===== src/ack_retransmit_tracker_assert.svh =====
// Assertion macros for the ack/retransmit tracker.
// Both sample on clk and are off while rst_n is low.
`ifndef ACK_RETRANSMIT_TRACKER_ASSERT_SVH
`define ACK_RETRANSMIT_TRACKER_ASSERT_SVH

// Consequent holds in the same cycle as the antecedent
`define ART_ASSERT_SAME(lbl, ante, cons, msg) \
  lbl: assert property (@(posedge clk) disable iff (!rst_n) (ante) |-> (cons)) \
    else $error(msg);

// Consequent holds in the cycle after the antecedent
`define ART_ASSERT_NEXT(lbl, ante, cons, msg) \
  lbl: assert property (@(posedge clk) disable iff (!rst_n) (ante) |=> (cons)) \
    else $error(msg);

`endif


===== src/art_pkg.sv =====
package art_pkg;

  // Field widths
  localparam int TAG_W   = 32;
  localparam int PEER_W  = 48;
  localparam int LEN_W   = 8;
  localparam int TRIES_W = 4;
  localparam int TIME_W  = 32;
  localparam int SLOT_W  = 3;
  localparam int TMO_W   = 16;
  localparam int CFG_W   = 16;
  localparam int CFG_IDX_W = 2;

  // At most this many results per tick request
  localparam int MAX_RESULTS = 8;
  localparam int EVT_CNT_W   = $clog2(MAX_RESULTS + 1);

  // Request function codes (code 3 is ignored)
  localparam logic [1:0] FUNC_SEND = 2'd0;
  localparam logic [1:0] FUNC_ACK  = 2'd1;
  localparam logic [1:0] FUNC_TICK = 2'd2;

  // Configuration register indexes
  localparam logic [CFG_IDX_W-1:0] CFG_ACK_TIMEOUT = 2'd0;
  localparam logic [CFG_IDX_W-1:0] CFG_RETRY_LIMIT = 2'd1;
  localparam logic [CFG_IDX_W-1:0] CFG_PAYLOAD_MAX = 2'd2;

  // Reset values of the configuration registers
  localparam logic [TMO_W-1:0]   RST_ACK_TIMEOUT = 16'd1000;
  localparam logic [TRIES_W-1:0] RST_RETRY_LIMIT = 4'd3;
  localparam logic [LEN_W-1:0]   RST_PAYLOAD_MAX = 8'd250;

  typedef enum logic [2:0] {
    EV_TRACKED     = 3'd0,
    EV_UNTRACKED   = 3'd1,
    EV_BAD_LEN     = 3'd2,
    EV_TABLE_FULL  = 3'd3,
    EV_ACK_CLEARED = 3'd4,
    EV_ACK_UNKNOWN = 3'd5,
    EV_RETRANSMIT  = 3'd6,
    EV_GAVE_UP     = 3'd7
  } event_kind_t;

  typedef enum logic [2:0] {
    ST_IDLE  = 3'b001,
    ST_SCAN  = 3'b010,
    ST_FLUSH = 3'b100
  } state_t;

  // One slot table entry as held in the RAM
  typedef struct packed {
    logic [TAG_W-1:0]   tag;
    logic [PEER_W-1:0]  peer;
    logic [TRIES_W-1:0] tries;
    logic [TIME_W-1:0]  sent_at;
    logic [LEN_W-1:0]   len;
  } slot_entry_t;

  // One result
  typedef struct packed {
    event_kind_t        kind;
    logic [SLOT_W-1:0]  slot;
    logic [TAG_W-1:0]   tag;
    logic [PEER_W-1:0]  peer;
    logic [LEN_W-1:0]   len;
    logic [TRIES_W-1:0] tries;
  } result_t;

  function automatic result_t mk_result(
    input event_kind_t        kind,
    input logic [SLOT_W-1:0]  slot,
    input logic [TAG_W-1:0]   tag,
    input logic [PEER_W-1:0]  peer,
    input logic [LEN_W-1:0]   len,
    input logic [TRIES_W-1:0] tries
  );
    result_t r;
    r.kind  = kind;
    r.slot  = slot;
    r.tag   = tag;
    r.peer  = peer;
    r.len   = len;
    r.tries = tries;
    return r;
  endfunction

endpackage


===== src/art_ram.sv =====
module art_ram #(
  parameter int WIDTH = 8,
  parameter int DEPTH = 8,
  localparam int AW = (DEPTH > 1) ? $clog2(DEPTH) : 1
) (
  input  logic                  clk,
  input  logic                  wr_en,
  input  logic [AW-1:0]         wr_addr,
  input  logic [WIDTH-1:0]      wr_data,
  input  logic                  rd_en,
  input  logic [AW-1:0]         rd_addr,
  output logic [WIDTH-1:0]      rd_data
);

  logic [WIDTH-1:0] mem_r [DEPTH];
  logic [WIDTH-1:0] rd_data_r;

  // Single write port, registered read that holds when not enabled
  always_ff @(posedge clk) begin
    if (wr_en) begin
      mem_r[wr_addr] <= wr_data;
    end
    if (rd_en) begin
      rd_data_r <= mem_r[rd_addr];
    end
  end

  assign rd_data = rd_data_r;

endmodule


===== src/ack_retransmit_tracker.sv =====
// Channel  | Handshake             | Payload
// ---------+-----------------------+----------------------------------------------
// in       | in_valid / in_ready   | func, tag_present, msg_tag, dest_addr, length
// out      | out_valid / out_ready | event kind/slot/tag/peer/length/tries/last
// cfg      | cfg_we (no wait)      | cfg_index, cfg_data
//
// One request at a time; in_ready is high only while idle. Send and ack read the
// slot RAM one slot per cycle and stop at the first hit, a tick walks all slots
// unless it reaches MAX_RESULTS results. An ignored code, or a request answered
// without a scan, reads no slot; every result can wait on out_ready. The output
// register lets the next request in while the final result still waits. Sync
// reset frees all slots, zeroes the ms clock.
module ack_retransmit_tracker #(
  parameter int SLOT_COUNT = 8
) (
  input  logic                            clk,
  input  logic                            rst_n,
  // request channel
  input  logic                            in_valid,
  output logic                            in_ready,
  input  logic [1:0]                      in_func,
  input  logic                            in_tag_present,
  input  logic [art_pkg::TAG_W-1:0]       in_msg_tag,
  input  logic [art_pkg::PEER_W-1:0]      in_dest_addr,
  input  logic [art_pkg::LEN_W-1:0]       in_frame_length,
  // result channel
  output logic                            out_valid,
  input  logic                            out_ready,
  output logic [2:0]                      out_event_kind,
  output logic [art_pkg::SLOT_W-1:0]      out_event_slot,
  output logic [art_pkg::TAG_W-1:0]       out_event_tag,
  output logic [art_pkg::PEER_W-1:0]      out_event_peer,
  output logic [art_pkg::LEN_W-1:0]       out_event_length,
  output logic [art_pkg::TRIES_W-1:0]     out_event_tries,
  output logic                            out_event_last,
  // configuration
  input  logic                            cfg_we,
  input  logic [art_pkg::CFG_IDX_W-1:0]   cfg_index,
  input  logic [art_pkg::CFG_W-1:0]       cfg_data
);

  localparam int IDX_W = (SLOT_COUNT > 1) ? $clog2(SLOT_COUNT) : 1;
  localparam int CNT_W = $clog2(SLOT_COUNT + 1);
  localparam int ENT_W = $bits(art_pkg::slot_entry_t);
  localparam logic [CNT_W-1:0] SLOT_END = CNT_W'(SLOT_COUNT);
  localparam logic [art_pkg::EVT_CNT_W-1:0] EVT_LAST =
    art_pkg::EVT_CNT_W'(art_pkg::MAX_RESULTS - 1);

  // Control and configuration
  art_pkg::state_t                  st_r, st_nxt;
  logic [art_pkg::TMO_W-1:0]        timeout_r;
  logic [art_pkg::TRIES_W-1:0]      limit_r;
  logic [art_pkg::LEN_W-1:0]        pmax_r;
  logic [art_pkg::TIME_W-1:0]       clock_ms_r, clock_ms_nxt;
  logic [SLOT_COUNT-1:0]            busy_r, busy_nxt;

  // Latched request
  logic [1:0]                       func_r, func_nxt;
  logic [art_pkg::TAG_W-1:0]        tag_r, tag_nxt;
  logic [art_pkg::PEER_W-1:0]       peer_r, peer_nxt;
  logic [art_pkg::LEN_W-1:0]        len_r, len_nxt;

  // Scan pipeline: issue stage and check stage
  logic [CNT_W-1:0]                 iss_idx_r, iss_idx_nxt;
  logic                             chk_vld_r, chk_vld_nxt;
  logic [IDX_W-1:0]                 chk_idx_r, chk_idx_nxt;
  logic [art_pkg::EVT_CNT_W-1:0]    evt_cnt_r, evt_cnt_nxt;

  // Held result and output register
  logic                             hold_vld_r, hold_vld_nxt;
  art_pkg::result_t                 hold_r, hold_nxt;
  logic                             out_vld_r, out_vld_nxt;
  art_pkg::result_t                 out_r, out_nxt;
  logic                             out_last_r, out_last_nxt;

  // RAM port signals
  logic                             rd_en;
  logic [ENT_W-1:0]                 rd_data;
  logic                             wr_en;
  art_pkg::slot_entry_t             wr_ent;
  art_pkg::slot_entry_t             rd_ent;

  // Check stage decode
  logic                             busy_i;
  logic                             tag_eq;
  logic [art_pkg::TIME_W-1:0]       age;
  logic                             timed_out;
  logic                             give_up;
  logic                             tick_hit;
  logic                             stall;
  logic                             out_free;
  logic [art_pkg::SLOT_W-1:0]       slot_id;
  logic                             push;
  logic                             push_last;
  logic                             start_scan;

  art_ram #(
    .WIDTH (ENT_W),
    .DEPTH (SLOT_COUNT)
  ) u_slot_ram (
    .clk     (clk),
    .wr_en   (wr_en),
    .wr_addr (chk_idx_r),
    .wr_data (wr_ent),
    .rd_en   (rd_en),
    .rd_addr (iss_idx_r[IDX_W-1:0]),
    .rd_data (rd_data)
  );

  assign rd_ent    = rd_data;
  assign busy_i    = busy_r[chk_idx_r];
  assign tag_eq    = (rd_ent.tag == tag_r);
  assign age       = clock_ms_r - rd_ent.sent_at;
  assign timed_out = (age >= {{(art_pkg::TIME_W - art_pkg::TMO_W){1'b0}}, timeout_r});
  assign give_up   = (rd_ent.tries >= limit_r);
  assign slot_id   = art_pkg::SLOT_W'(chk_idx_r);
  assign out_free  = !out_vld_r || out_ready;
  assign tick_hit  = chk_vld_r && (func_r == art_pkg::FUNC_TICK) && busy_i && timed_out;
  // a second timeout cannot proceed while hold is full and the output is full and not taken
  assign stall     = tick_hit && hold_vld_r && !out_free;

  assign in_ready  = (st_r == art_pkg::ST_IDLE);

  // Main control
  always_comb begin
    st_nxt       = st_r;
    clock_ms_nxt = clock_ms_r;
    busy_nxt     = busy_r;
    func_nxt     = func_r;
    tag_nxt      = tag_r;
    peer_nxt     = peer_r;
    len_nxt      = len_r;
    iss_idx_nxt  = iss_idx_r;
    chk_vld_nxt  = chk_vld_r;
    chk_idx_nxt  = chk_idx_r;
    evt_cnt_nxt  = evt_cnt_r;
    hold_vld_nxt = hold_vld_r;
    hold_nxt     = hold_r;
    rd_en        = 1'b0;
    wr_en        = 1'b0;
    push         = 1'b0;
    push_last    = 1'b0;
    start_scan   = 1'b0;
    // new send entry by default, retransmit overrides
    wr_ent.tag     = tag_r;
    wr_ent.peer    = peer_r;
    wr_ent.tries   = '0;
    wr_ent.sent_at = clock_ms_r;
    wr_ent.len     = len_r;

    case (st_r)
      art_pkg::ST_IDLE: begin
        if (in_valid) begin
          func_nxt = in_func;
          tag_nxt  = in_msg_tag;
          peer_nxt = in_dest_addr;
          len_nxt  = in_frame_length;
          case (in_func)
            art_pkg::FUNC_SEND: begin
              if ((in_frame_length == '0) || (in_frame_length > pmax_r)) begin
                hold_nxt = art_pkg::mk_result(art_pkg::EV_BAD_LEN, '0,
                  in_tag_present ? in_msg_tag : '0, in_dest_addr, in_frame_length, '0);
                hold_vld_nxt = 1'b1;
                st_nxt       = art_pkg::ST_FLUSH;
              end else if (!in_tag_present) begin
                hold_nxt = art_pkg::mk_result(art_pkg::EV_UNTRACKED, '0, '0,
                  in_dest_addr, in_frame_length, '0);
                hold_vld_nxt = 1'b1;
                st_nxt       = art_pkg::ST_FLUSH;
              end else begin
                start_scan = 1'b1;
              end
            end
            art_pkg::FUNC_ACK: begin
              if (!in_tag_present) begin
                hold_nxt = art_pkg::mk_result(art_pkg::EV_ACK_UNKNOWN, '0, '0, '0, '0, '0);
                hold_vld_nxt = 1'b1;
                st_nxt       = art_pkg::ST_FLUSH;
              end else begin
                start_scan = 1'b1;
              end
            end
            art_pkg::FUNC_TICK: begin
              clock_ms_nxt = clock_ms_r + 1'b1;
              start_scan   = 1'b1;
            end
            default: ;
          endcase
          if (start_scan) begin
            st_nxt      = art_pkg::ST_SCAN;
            iss_idx_nxt = '0;
            chk_vld_nxt = 1'b0;
            evt_cnt_nxt = '0;
          end
        end
      end

      art_pkg::ST_SCAN: begin
        // issue stage: one slot read per cycle unless stalled
        rd_en = !stall && (iss_idx_r != SLOT_END);
        if (rd_en) begin
          iss_idx_nxt = iss_idx_r + 1'b1;
          chk_vld_nxt = 1'b1;
          chk_idx_nxt = iss_idx_r[IDX_W-1:0];
        end else if (!stall) begin
          chk_vld_nxt = 1'b0;
        end

        // check stage
        if (chk_vld_r) begin
          case (func_r)
            art_pkg::FUNC_SEND: begin
              // first free slot or one already holding the tag
              if (!busy_i || tag_eq) begin
                wr_en              = 1'b1;
                busy_nxt[chk_idx_r] = 1'b1;
                hold_nxt = art_pkg::mk_result(art_pkg::EV_TRACKED, slot_id, tag_r,
                  peer_r, len_r, '0);
                hold_vld_nxt = 1'b1;
                st_nxt       = art_pkg::ST_FLUSH;
              end
            end
            art_pkg::FUNC_ACK: begin
              if (busy_i && tag_eq) begin
                busy_nxt[chk_idx_r] = 1'b0;
                hold_nxt = art_pkg::mk_result(art_pkg::EV_ACK_CLEARED, slot_id,
                  rd_ent.tag, rd_ent.peer, rd_ent.len, rd_ent.tries);
                hold_vld_nxt = 1'b1;
                st_nxt       = art_pkg::ST_FLUSH;
              end
            end
            art_pkg::FUNC_TICK: begin
              if (tick_hit && !stall) begin
                // previous result is not the last one
                push = hold_vld_r;
                hold_vld_nxt = 1'b1;
                if (give_up) begin
                  busy_nxt[chk_idx_r] = 1'b0;
                  hold_nxt = art_pkg::mk_result(art_pkg::EV_GAVE_UP, slot_id,
                    rd_ent.tag, rd_ent.peer, rd_ent.len, rd_ent.tries);
                end else begin
                  wr_en         = 1'b1;
                  wr_ent.tag    = rd_ent.tag;
                  wr_ent.peer   = rd_ent.peer;
                  wr_ent.tries  = rd_ent.tries + 1'b1;
                  wr_ent.len    = rd_ent.len;
                  hold_nxt = art_pkg::mk_result(art_pkg::EV_RETRANSMIT, slot_id,
                    rd_ent.tag, rd_ent.peer, rd_ent.len, rd_ent.tries + 1'b1);
                end
                evt_cnt_nxt = evt_cnt_r + 1'b1;
                if (evt_cnt_r == EVT_LAST) begin
                  st_nxt = art_pkg::ST_FLUSH;
                end
              end
            end
            default: ;
          endcase
        end else if (iss_idx_r == SLOT_END) begin
          // walked every slot; a send or ack found no hit
          case (func_r)
            art_pkg::FUNC_SEND: begin
              hold_nxt = art_pkg::mk_result(art_pkg::EV_TABLE_FULL, '0, tag_r,
                peer_r, len_r, '0);
              hold_vld_nxt = 1'b1;
            end
            art_pkg::FUNC_ACK: begin
              hold_nxt = art_pkg::mk_result(art_pkg::EV_ACK_UNKNOWN, '0, tag_r,
                '0, '0, '0);
              hold_vld_nxt = 1'b1;
            end
            default: ;
          endcase
          st_nxt = art_pkg::ST_FLUSH;
        end
      end

      art_pkg::ST_FLUSH: begin
        // final result goes out flagged as last
        if (!hold_vld_r) begin
          st_nxt = art_pkg::ST_IDLE;
        end else if (out_free) begin
          push         = 1'b1;
          push_last    = 1'b1;
          hold_vld_nxt = 1'b0;
          st_nxt       = art_pkg::ST_IDLE;
        end
      end

      default: begin
        st_nxt = art_pkg::ST_IDLE;
      end
    endcase
  end

  // Output register
  always_comb begin
    out_vld_nxt  = out_vld_r;
    out_nxt      = out_r;
    out_last_nxt = out_last_r;
    if (push) begin
      out_vld_nxt  = 1'b1;
      out_nxt      = hold_r;
      out_last_nxt = push_last;
    end else if (out_ready) begin
      out_vld_nxt = 1'b0;
    end
  end

  // Control state
  always_ff @(posedge clk) begin
    if (!rst_n) begin
      st_r       <= art_pkg::ST_IDLE;
      clock_ms_r <= '0;
      busy_r     <= '0;
      iss_idx_r  <= '0;
      chk_vld_r  <= 1'b0;
      evt_cnt_r  <= '0;
      hold_vld_r <= 1'b0;
      out_vld_r  <= 1'b0;
    end else begin
      st_r       <= st_nxt;
      clock_ms_r <= clock_ms_nxt;
      busy_r     <= busy_nxt;
      iss_idx_r  <= iss_idx_nxt;
      chk_vld_r  <= chk_vld_nxt;
      evt_cnt_r  <= evt_cnt_nxt;
      hold_vld_r <= hold_vld_nxt;
      out_vld_r  <= out_vld_nxt;
    end
  end

  // Payload registers
  always_ff @(posedge clk) begin
    func_r     <= func_nxt;
    tag_r      <= tag_nxt;
    peer_r     <= peer_nxt;
    len_r      <= len_nxt;
    chk_idx_r  <= chk_idx_nxt;
    hold_r     <= hold_nxt;
    out_r      <= out_nxt;
    out_last_r <= out_last_nxt;
  end

  // Configuration registers
  always_ff @(posedge clk) begin
    if (!rst_n) begin
      timeout_r <= art_pkg::RST_ACK_TIMEOUT;
      limit_r   <= art_pkg::RST_RETRY_LIMIT;
      pmax_r    <= art_pkg::RST_PAYLOAD_MAX;
    end else if (cfg_we) begin
      case (cfg_index)
        art_pkg::CFG_ACK_TIMEOUT: timeout_r <= cfg_data;
        art_pkg::CFG_RETRY_LIMIT: limit_r   <= cfg_data[art_pkg::TRIES_W-1:0];
        art_pkg::CFG_PAYLOAD_MAX: pmax_r    <= cfg_data[art_pkg::LEN_W-1:0];
        default: ;
      endcase
    end
  end

  assign out_valid        = out_vld_r;
  assign out_event_kind   = out_r.kind;
  assign out_event_slot   = out_r.slot;
  assign out_event_tag    = out_r.tag;
  assign out_event_peer   = out_r.peer;
  assign out_event_length = out_r.len;
  assign out_event_tries  = out_r.tries;
  assign out_event_last   = out_last_r;

  // Checks
  `include "ack_retransmit_tracker_assert.svh"

  `ART_ASSERT_SAME(a_idle_hold_empty, st_r == art_pkg::ST_IDLE, !hold_vld_r, "hold full at idle")
  `ART_ASSERT_NEXT(a_busy_only_in_scan, st_r != art_pkg::ST_SCAN, $stable(busy_r), "busy moved")
  `ART_ASSERT_NEXT(a_stall_keeps_check, stall, chk_vld_r && $stable(chk_idx_r), "check lost")

endmodule

===== config.mk =====
export PLATFORM = sky130hd
export DESIGN_NAME = ack_retransmit_tracker
export DESIGN_NICKNAME = d
export VERILOG_FILES = /design/src/art_pkg.sv /design/src/art_ram.sv /design/src/ack_retransmit_tracker.sv
export VERILOG_INCLUDE_DIRS = /design/src /design/src/src
export SDC_FILE = /design/constraint.sdc
export NUM_CORES = 2
export LEC_CHECK = 0
export BUFFER_PORTS_ARGS = -buffer_cell sky130_fd_sc_hd__buf_2
export CAP_MARGIN = 20
export CORE_ASPECT_RATIO = 0.75
export CORE_MARGIN = 2
export CORE_UTILIZATION = 34
export CTS_CLUSTER_SIZE = 24
export DETAILED_ROUTE_END_ITERATION = 10
export PLACE_DENSITY_LB_ADDON = 0.2
export REMOVE_ABC_BUFFERS = 1
export SLEW_MARGIN = 40
export SYNTH_ARGS = -nofsm -noshare
export SYNTH_HDL_FRONTEND = slang
export SYNTH_HIERARCHICAL = 1
export SYNTH_SLANG_ARGS = --single-unit

===== constraint.sdc =====
create_clock -name clk -period 17 [get_ports clk]
set_input_delay 2.55 -clock clk [delete_from_list [all_inputs] [get_ports clk]]
set_output_delay 2.55 -clock clk [all_outputs]
set_load 0.05 [all_outputs]

Yosys cells after proc, flatten, opt, wreduce, memory -nomap -nowiden
Memories as Yosys holds them, arrays and structs flattened. A register that Yosys moved wholly into a read port is not among the register bits.
Cells that the tools add are included.
{ "totals": {"reg_bits": 372, "latch_bits": 0, "mem_bits_rw": 992, "rom_bits": 0, "input_bits": 114, "out_inout_bits": 101, "memories": 1} }
{ "memory_table": {"columns": ["name", "words", "word_bits", "rd", "rd_clocked_by_memory_dff", "wr", "line_no", "source"], "rows": [
  ["u_slot_ram.mem_r", 8, 124, 1, 1, 1, "art_ram.sv:15", "logic [WIDTH-1:0] mem_r [DEPTH];"]
]} }
{ "classes": {"add_sub_neg": 5, "mul": 0, "div_mod_pow": 0, "n_lt_le_gt_ge": 5, "n_eq_ne": 38, "n_shift": 0, "muxes": 98, "bitwise": 3, "n_reduce_logical": 38} }
{ "op_table": {"columns": ["cell", "n"], "rows": [
  ["$mux W98", 9],
  ["$pmux W98 S2", 3],
  ["$mux W84", 5],
  ["$pmux W98 S3", 1],
  ["$mux W96", 1],
  ["$mux W8", 9],
  ["$mux W1", 36],
  ["$mux W3", 12],
  ["$add A32 B1 Y32 const B", 1],
  ["$eq A32 B32 Y1", 1],
  ["$ge A32 B16 Y1", 1],
  ["$mux W32", 1],
  ["$ne A4 B4 Y1 const B", 8],
  ["$sub A32 B32 Y32", 1],
  ["$mux W4", 6],
  ["$pmux W8 S3", 1],
  ["$pmux W3 S3", 2],
  ["$reduce_and A9 Y1", 2],
  ["$ne A2 B2 Y1 const B", 8],
  ["$pmux W4 S2", 2],
  ["$ne A3 B3 Y1 const B", 5],
  ["$add A4 B1 Y4 const B", 3],
  ["$reduce_and A11 Y1", 1],
  ["$reduce_and A2 Y1", 5],
  ["other kinds (35)", 63]
]} }

Depth between registers and ports, before layout
{ "depth": {"ltp_word": 14, "depth_mapped": 23} }

Hierarchy
Netlist, hierarchy kept.
{ "modules_own_cells": {"columns": ["module", "instances", "cells_per_inst", "area_each_um2"], "rows": [
  ["art_ram", 1, 1571, 41013.1],
  ["ack_retransmit_tracker", 1, 1608, 19092.1]
]} }

Worst setup path after synthesis
No wires, ideal clock.
{ "synth_path": {"path_type": "in2reg", "from": "input port out_ready", "to": "memory u_slot_ram/mem_r[0][0] (netlist name), enable pin", "setup_time_ns": 0.759, "arrival_time_ns": 11.881, "required_ns": 16.241, "path_slack_ns": 4.360, "cell_stages": 7, "n_path_buf": 0, "cell_sequence": "nor2b_1 > a21oi_1 > and2_4 > nand3_1 > a21oi_1 > nand2b_1 > nor3_1"} }
{ "synth_via": {"elab_chain_len": 11} }
{ "synth_lines": {"columns": ["element", "line_no", "source"], "rows": [
  ["start, declared", "ack_retransmit_tracker.sv:28", "input logic out_ready,"],
  ["$logic_or A1 B1 Y1", "ack_retransmit_tracker.sv:117", "assign out_free = !out_vld_r || out_ready;"],
  ["$logic_not A1 Y1", "ack_retransmit_tracker.sv:120", "assign stall = tick_hit && hold_vld_r && !out_free;"],
  ["$logic_and A1 B1 Y1", "ack_retransmit_tracker.sv:120", null],
  ["$logic_not A1 Y1", "ack_retransmit_tracker.sv:233", "if (tick_hit && !stall) begin"],
  ["$logic_and A1 B1 Y1", "ack_retransmit_tracker.sv:233", null],
  ["$mux W1", "ack_retransmit_tracker.sv:233", null],
  ["$pmux W1 S2", "ack_retransmit_tracker.sv:211", "case (func_r)"],
  ["$mux W1", "ack_retransmit_tracker.sv:210", "if (chk_vld_r) begin"],
  ["$mux W1", "ack_retransmit_tracker.sv:151", "case (st_r)"],
  ["named net wr_en", "ack_retransmit_tracker.sv:79", "logic wr_en;"],
  ["$mux W1", "art_ram.sv:20", "if (wr_en) begin"],
  ["$mux W1 (not written as such)", "art_ram.sv:21", "mem_r[wr_addr] <= wr_data;"],
  ["end, declared", "art_ram.sv:15", null]
]} }
The timed path passes the listed nets, and every way through them passes these cells.

==> run_results.csv <==
group,metric,value,unit
sta,rsz0062_at_grt,"false",
die,design.die.area,180000,sq um
sta,final_hold_viol_count,0,
route,detail_route.drc_violations,0,
critical_path,number_of_cells_on_the_worst_reg_to_reg_path,23,
critical_path,critical_path.max_stage_delay,0.67,ns
sta,timing_worst_slew_pin_value,0.868,ns
clocking,holdBufCountCts,0,
route,total_detailed_routing_wirelength,149000,um
grt,grtUsageTotal,0.164,
die,dieWidth,489,um
yosys,synth_cells,3179,
power,internal-power,6380,uW
route,drt_pass1_iterations,8,
grt,grt_pass1_vias,30800,
placed_design,hpwlAfterDp,85700,um
die,core.rowCount,133,
cells_and_area,number_of_antenna_diodes,0,
sta,clock-skew-final,0.0357,ns
yosys,post_synth_instance_area,60100,sq um
critical_path,critical-path-top-delay-family,"simple AND/OR/NAND/NOR gates",
clocking,cts-buffers-inserted,146,
sta,max-slew-margin-rel,0.417,
placed_design,placement.io_buffers,214,
critical_path,worst-endpoint-required,17.47,ns
sta,finalSetupViolCount,0,
clocking,clock-sinks,1488,
yosys,synthTopCellsByArea,"sky130_fd_sc_hd__edfxtp_1 70%, sky130_fd_sc_hd__mux4_2 9.4%, sky130_fd_sc_hd__dfxtp_1 2.7%",
yosys,synthArstFlopShare,0,
sta,maxClockFrequency,0.142,GHz
critical_path,worstPathBufferInverterCount,3,
sta,finalWorstPathRequiredPeriod,7.05,ns
route,avgRoutedWirePerCell,25.1,um
route,routed_via_density,5.08,
clocking,clock-root-buffer,"sky130_fd_sc_hd__clkbuf_16",
die,core_region_area,175000,sq um
yosys,edff_count_synth,1406,
cells_and_area,syn_to_final_growth,14.1,%
power,seq_power_share,0.541,
yosys,post-synth-top-count-cell,"sky130_fd_sc_hd__edfxtp_1",
critical_path,crit_slowest_cell,"sky130_fd_sc_hd__buf_6",
critical_path,critical_path_cell_count,23,
sta,drv_slew,0,
die,floorplan.initialDensity,0.343,
min_path,hold_path_depth,0,
critical_path,crit_path_kind,"flop to flop",
yosys,yosys.area.top_type_share,0.702,
route,final_antenna_net_count,0,
clocking,cts.clk_slew.worst_paths,0.06,ns
power,clkPwrFrac,0.369,
clocking,cts_post_setup_buffers_inserted,0,
status,status,"completed",
die,fp.dieH,368,um
yosys,synth_flop_cell,"sky130_fd_sc_hd__edfxtp_1",
grt,initial_antenna_violation_count,12,
sta,finalSetupTns,0,ns
grt,global_route.overflow_total,0,
cells_and_area,drive_above_1_share,0.274,
power,total_power,8380,uW
min_path,hold_class,"flop to flop",
yosys,yosys-top-cells-count,"1,406 x sky130_fd_sc_hd__edfxtp_1, 250 x sky130_fd_sc_hd__mux4_2, 160 x sky130_fd_sc_hd__nand2_1",
flow_run,number_of_violations_of_the_max_capacitance_limit,0,
yosys,synth.avg_cell_area,18.9,sq um
clocking,clk-insertion-delay-late,0.79,ns
power,comb_power_share,0.090,
clocking,cts-htree-levels,4,
yosys,ys_ff_latch,1488,
clocking,ctsResizeCount,0,
yosys,yosysSeqAreaShare,0.730,
grt,pin_count_of_the_biggest_net_entering_global_routing,74,
cells_and_area,layout.core_utilization,0.391,
critical_path,worst-endpoint-arrival,7.52,ns
clocking,tritoncts_clock_tree,"done",
critical_path,timing.critical_path.to_type,"flop",
critical_path,critical_path.cell_chain,"inv_1, ha_1, fa_1, nand2b_1, a21oi_1, o21ai_0, nand2_1, nand2_1, xnor2_1, ha_1, o21ai_0, nor2_1, a2111oi_0, o21ai_0, nor2_1, o2111ai_1, nor4_4, nand4_4, and2_4, nand3_4, buf_6, buf_6, mux2_1",
power,p_sw_frac,0.239,
yosys,yosysWarnings,6,
power,power.density_cell_area,122,nW/um^2
route,drt_iter0_drc,2789,
yosys,synth_area_leader_cell,"sky130_fd_sc_hd__edfxtp_1",
power,p_sw,2000,uW
cells_and_area,final_net_count,3639,
grt,grt_pass1_wl,216000,um
critical_path,critical_path_fanouts_max,38,
clocking,cts-root-to-sink-buffers,3,
die,num_io_pins,215,
sta,min_period_over_period,0.414,
power,leakage,0.0227,uW
critical_path,worst_setup_path_start_kind,"flop",
route,via_count,30100,
power,vdd_drop_max,0.0872,mV
placed_design,gpl.final_weighted_congestion,0.816,
sta,fin_worst_hold_slack,0.416,ns
critical_path,crit_path_frequent_cell,"sky130_fd_sc_hd__o21ai_0",
yosys,synth.lib_cells_used.distinct,82,
-- flip-flops by register name, indices dropped and copies added, names as in the netlist, 16 cells and up, named ones only --
signal	flops
clock_ms_r	32
hold_r	98
out_event_peer	48
out_event_tag	32
peer_r	48
tag_r	32
timeout_r	16
u_slot_ram/mem_r	992
u_slot_ram/rd_data	124
-- through the flow --
step           cell area [sq um]  instances  setup WS [ns]
5_1_grt                    68600       5932           9.41
2_1_floorplan              59200       3030           2.89
3_5_place_dp               64000       5667           9.94
4_1_cts                    68500       5930           9.91
3_3_place_gp               63700       5654           9.49
6_report                   68600       5932           9.95
-- worst reg2reg max path, cell delays in order (launching register included) --
cell	delay, ns
sky130_fd_sc_hd__dfxtp_1	0.50
sky130_fd_sc_hd__inv_1	0.12
sky130_fd_sc_hd__ha_1	0.25
sky130_fd_sc_hd__fa_1	0.41
sky130_fd_sc_hd__nand2b_1	0.20
sky130_fd_sc_hd__a21oi_1	0.23
sky130_fd_sc_hd__o21ai_0	0.22
sky130_fd_sc_hd__nand2_1	0.13
sky130_fd_sc_hd__nand2_1	0.07
sky130_fd_sc_hd__xnor2_1	0.15
sky130_fd_sc_hd__ha_1	0.30
sky130_fd_sc_hd__o21ai_0	0.16
sky130_fd_sc_hd__nor2_1	0.06
sky130_fd_sc_hd__a2111oi_0	0.41
sky130_fd_sc_hd__o21ai_0	0.16
sky130_fd_sc_hd__nor2_1	0.11
sky130_fd_sc_hd__o2111ai_1	0.16
sky130_fd_sc_hd__nor4_4	0.36
sky130_fd_sc_hd__nand4_4	0.24
sky130_fd_sc_hd__and2_4	0.24
sky130_fd_sc_hd__nand3_4	0.43
sky130_fd_sc_hd__buf_6	0.68
sky130_fd_sc_hd__buf_6	0.64
sky130_fd_sc_hd__mux2_1	0.51
-- final cells by class --
cell class | count | area [sq um]
clock buffers | 187 | 3910
clock inverters | 76 | 561
fillers | 16000 | 107000
inverters | 135 | 517
multi-input cells | 1407 | 14900
flip-flops and latches | 1488 | 43900
well taps | 2362 | 2960
repair buffers | 277 | 1830
-- power by group through the flow --
stage | Clock (uW) | Combinational, uW | Sequential (uW)
3_5_place_dp | 0 | 769 | 4610
2_1_floorplan | 0 | 479 | 4610
5_1_grt | 3330 | 832 | 4550
4_1_cts | 3190 | 772 | 4540
6_report | 3090 | 757 | 4530
3_3_place_gp | 0 | 738 | 4610
-- cells in the final DEF, fill, tap and decap left out, types with 8 or more instances in the layout --
| cell | count |
|---|---|
| sky130_fd_sc_hd__and3_1 | 15 |
| sky130_fd_sc_hd__xor2_1 | 43 |
| sky130_fd_sc_hd__o211ai_1 | 16 |
| sky130_fd_sc_hd__nor3_1 | 14 |
| sky130_fd_sc_hd__edfxtp_1 | 1406 |
| sky130_fd_sc_hd__clkinv_1 | 34 |
| sky130_fd_sc_hd__nor2b_1 | 12 |
| sky130_fd_sc_hd__a22oi_1 | 34 |
| sky130_fd_sc_hd__mux4_2 | 250 |
| sky130_fd_sc_hd__buf_4 | 26 |
| sky130_fd_sc_hd__and2_1 | 33 |
| sky130_fd_sc_hd__clkinv_2 | 20 |
| sky130_fd_sc_hd__nand3b_1 | 8 |
| sky130_fd_sc_hd__inv_1 | 133 |
| sky130_fd_sc_hd__buf_6 | 20 |
| sky130_fd_sc_hd__xnor2_1 | 41 |
| sky130_fd_sc_hd__a21o_1 | 12 |
| sky130_fd_sc_hd__buf_12 | 9 |
| sky130_fd_sc_hd__nor2_1 | 65 |
| sky130_fd_sc_hd__ha_1 | 69 |
| sky130_fd_sc_hd__nand2_1 | 159 |
| sky130_fd_sc_hd__buf_2 | 214 |
| sky130_fd_sc_hd__mux2_1 | 8 |
| sky130_fd_sc_hd__mux2_2 | 127 |
| sky130_fd_sc_hd__mux2_4 | 80 |
| sky130_fd_sc_hd__dfxtp_1 | 79 |
| sky130_fd_sc_hd__clkbuf_1 | 36 |
| sky130_fd_sc_hd__o22ai_1 | 8 |
| sky130_fd_sc_hd__nand3_1 | 30 |
| sky130_fd_sc_hd__nand2b_1 | 15 |
| sky130_fd_sc_hd__mux2i_1 | 18 |
| sky130_fd_sc_hd__nor4_1 | 8 |
| sky130_fd_sc_hd__a21oi_1 | 56 |
| sky130_fd_sc_hd__clkbuf_16 | 151 |
| sky130_fd_sc_hd__nor2_4 | 10 |
| sky130_fd_sc_hd__nand4_1 | 21 |
| sky130_fd_sc_hd__o21ai_0 | 65 |
| sky130_fd_sc_hd__a21boi_0 | 17 |
| sky130_fd_sc_hd__inv_6 | 8 |
| sky130_fd_sc_hd__a222oi_1 | 56 |
-- path summary, 6_finish.rpt --
kind / from / to / slack [ns]
max: clock_ms_r[0] / u_slot_ram/mem_r[4][0] / 9.95
min: hold_r[13] / out_event_peer[1] / 0.42
max reg2reg: clock_ms_r[0] / u_slot_ram/mem_r[4][0] / 9.95
min reg2reg: hold_r[13] / out_event_peer[1] / 0.42
-- kinds of logic after synthesis --
kind of cell / synth area share
flip-flops: 0.730
multiplexers: 0.142
AND/OR/NAND/NOR: 0.0375
AO/OA/AOI/OAI: 0.0397
buffers and inverters: 0.0242
XOR/XNOR: 0.0122
adder cells (fa/ha/maj): 0.0147
-- routing by layer --
metal,track usage,up-vias,part of all wire
li1,-,13300,-
met1,0.234,15800,0.46
met2,0.262,850,0.48
met3,0.0284,181,0.052
met4,0.0368,0,0.017
met5,0,-,0
No activity file was read; power rests on OpenSTA's default activity.
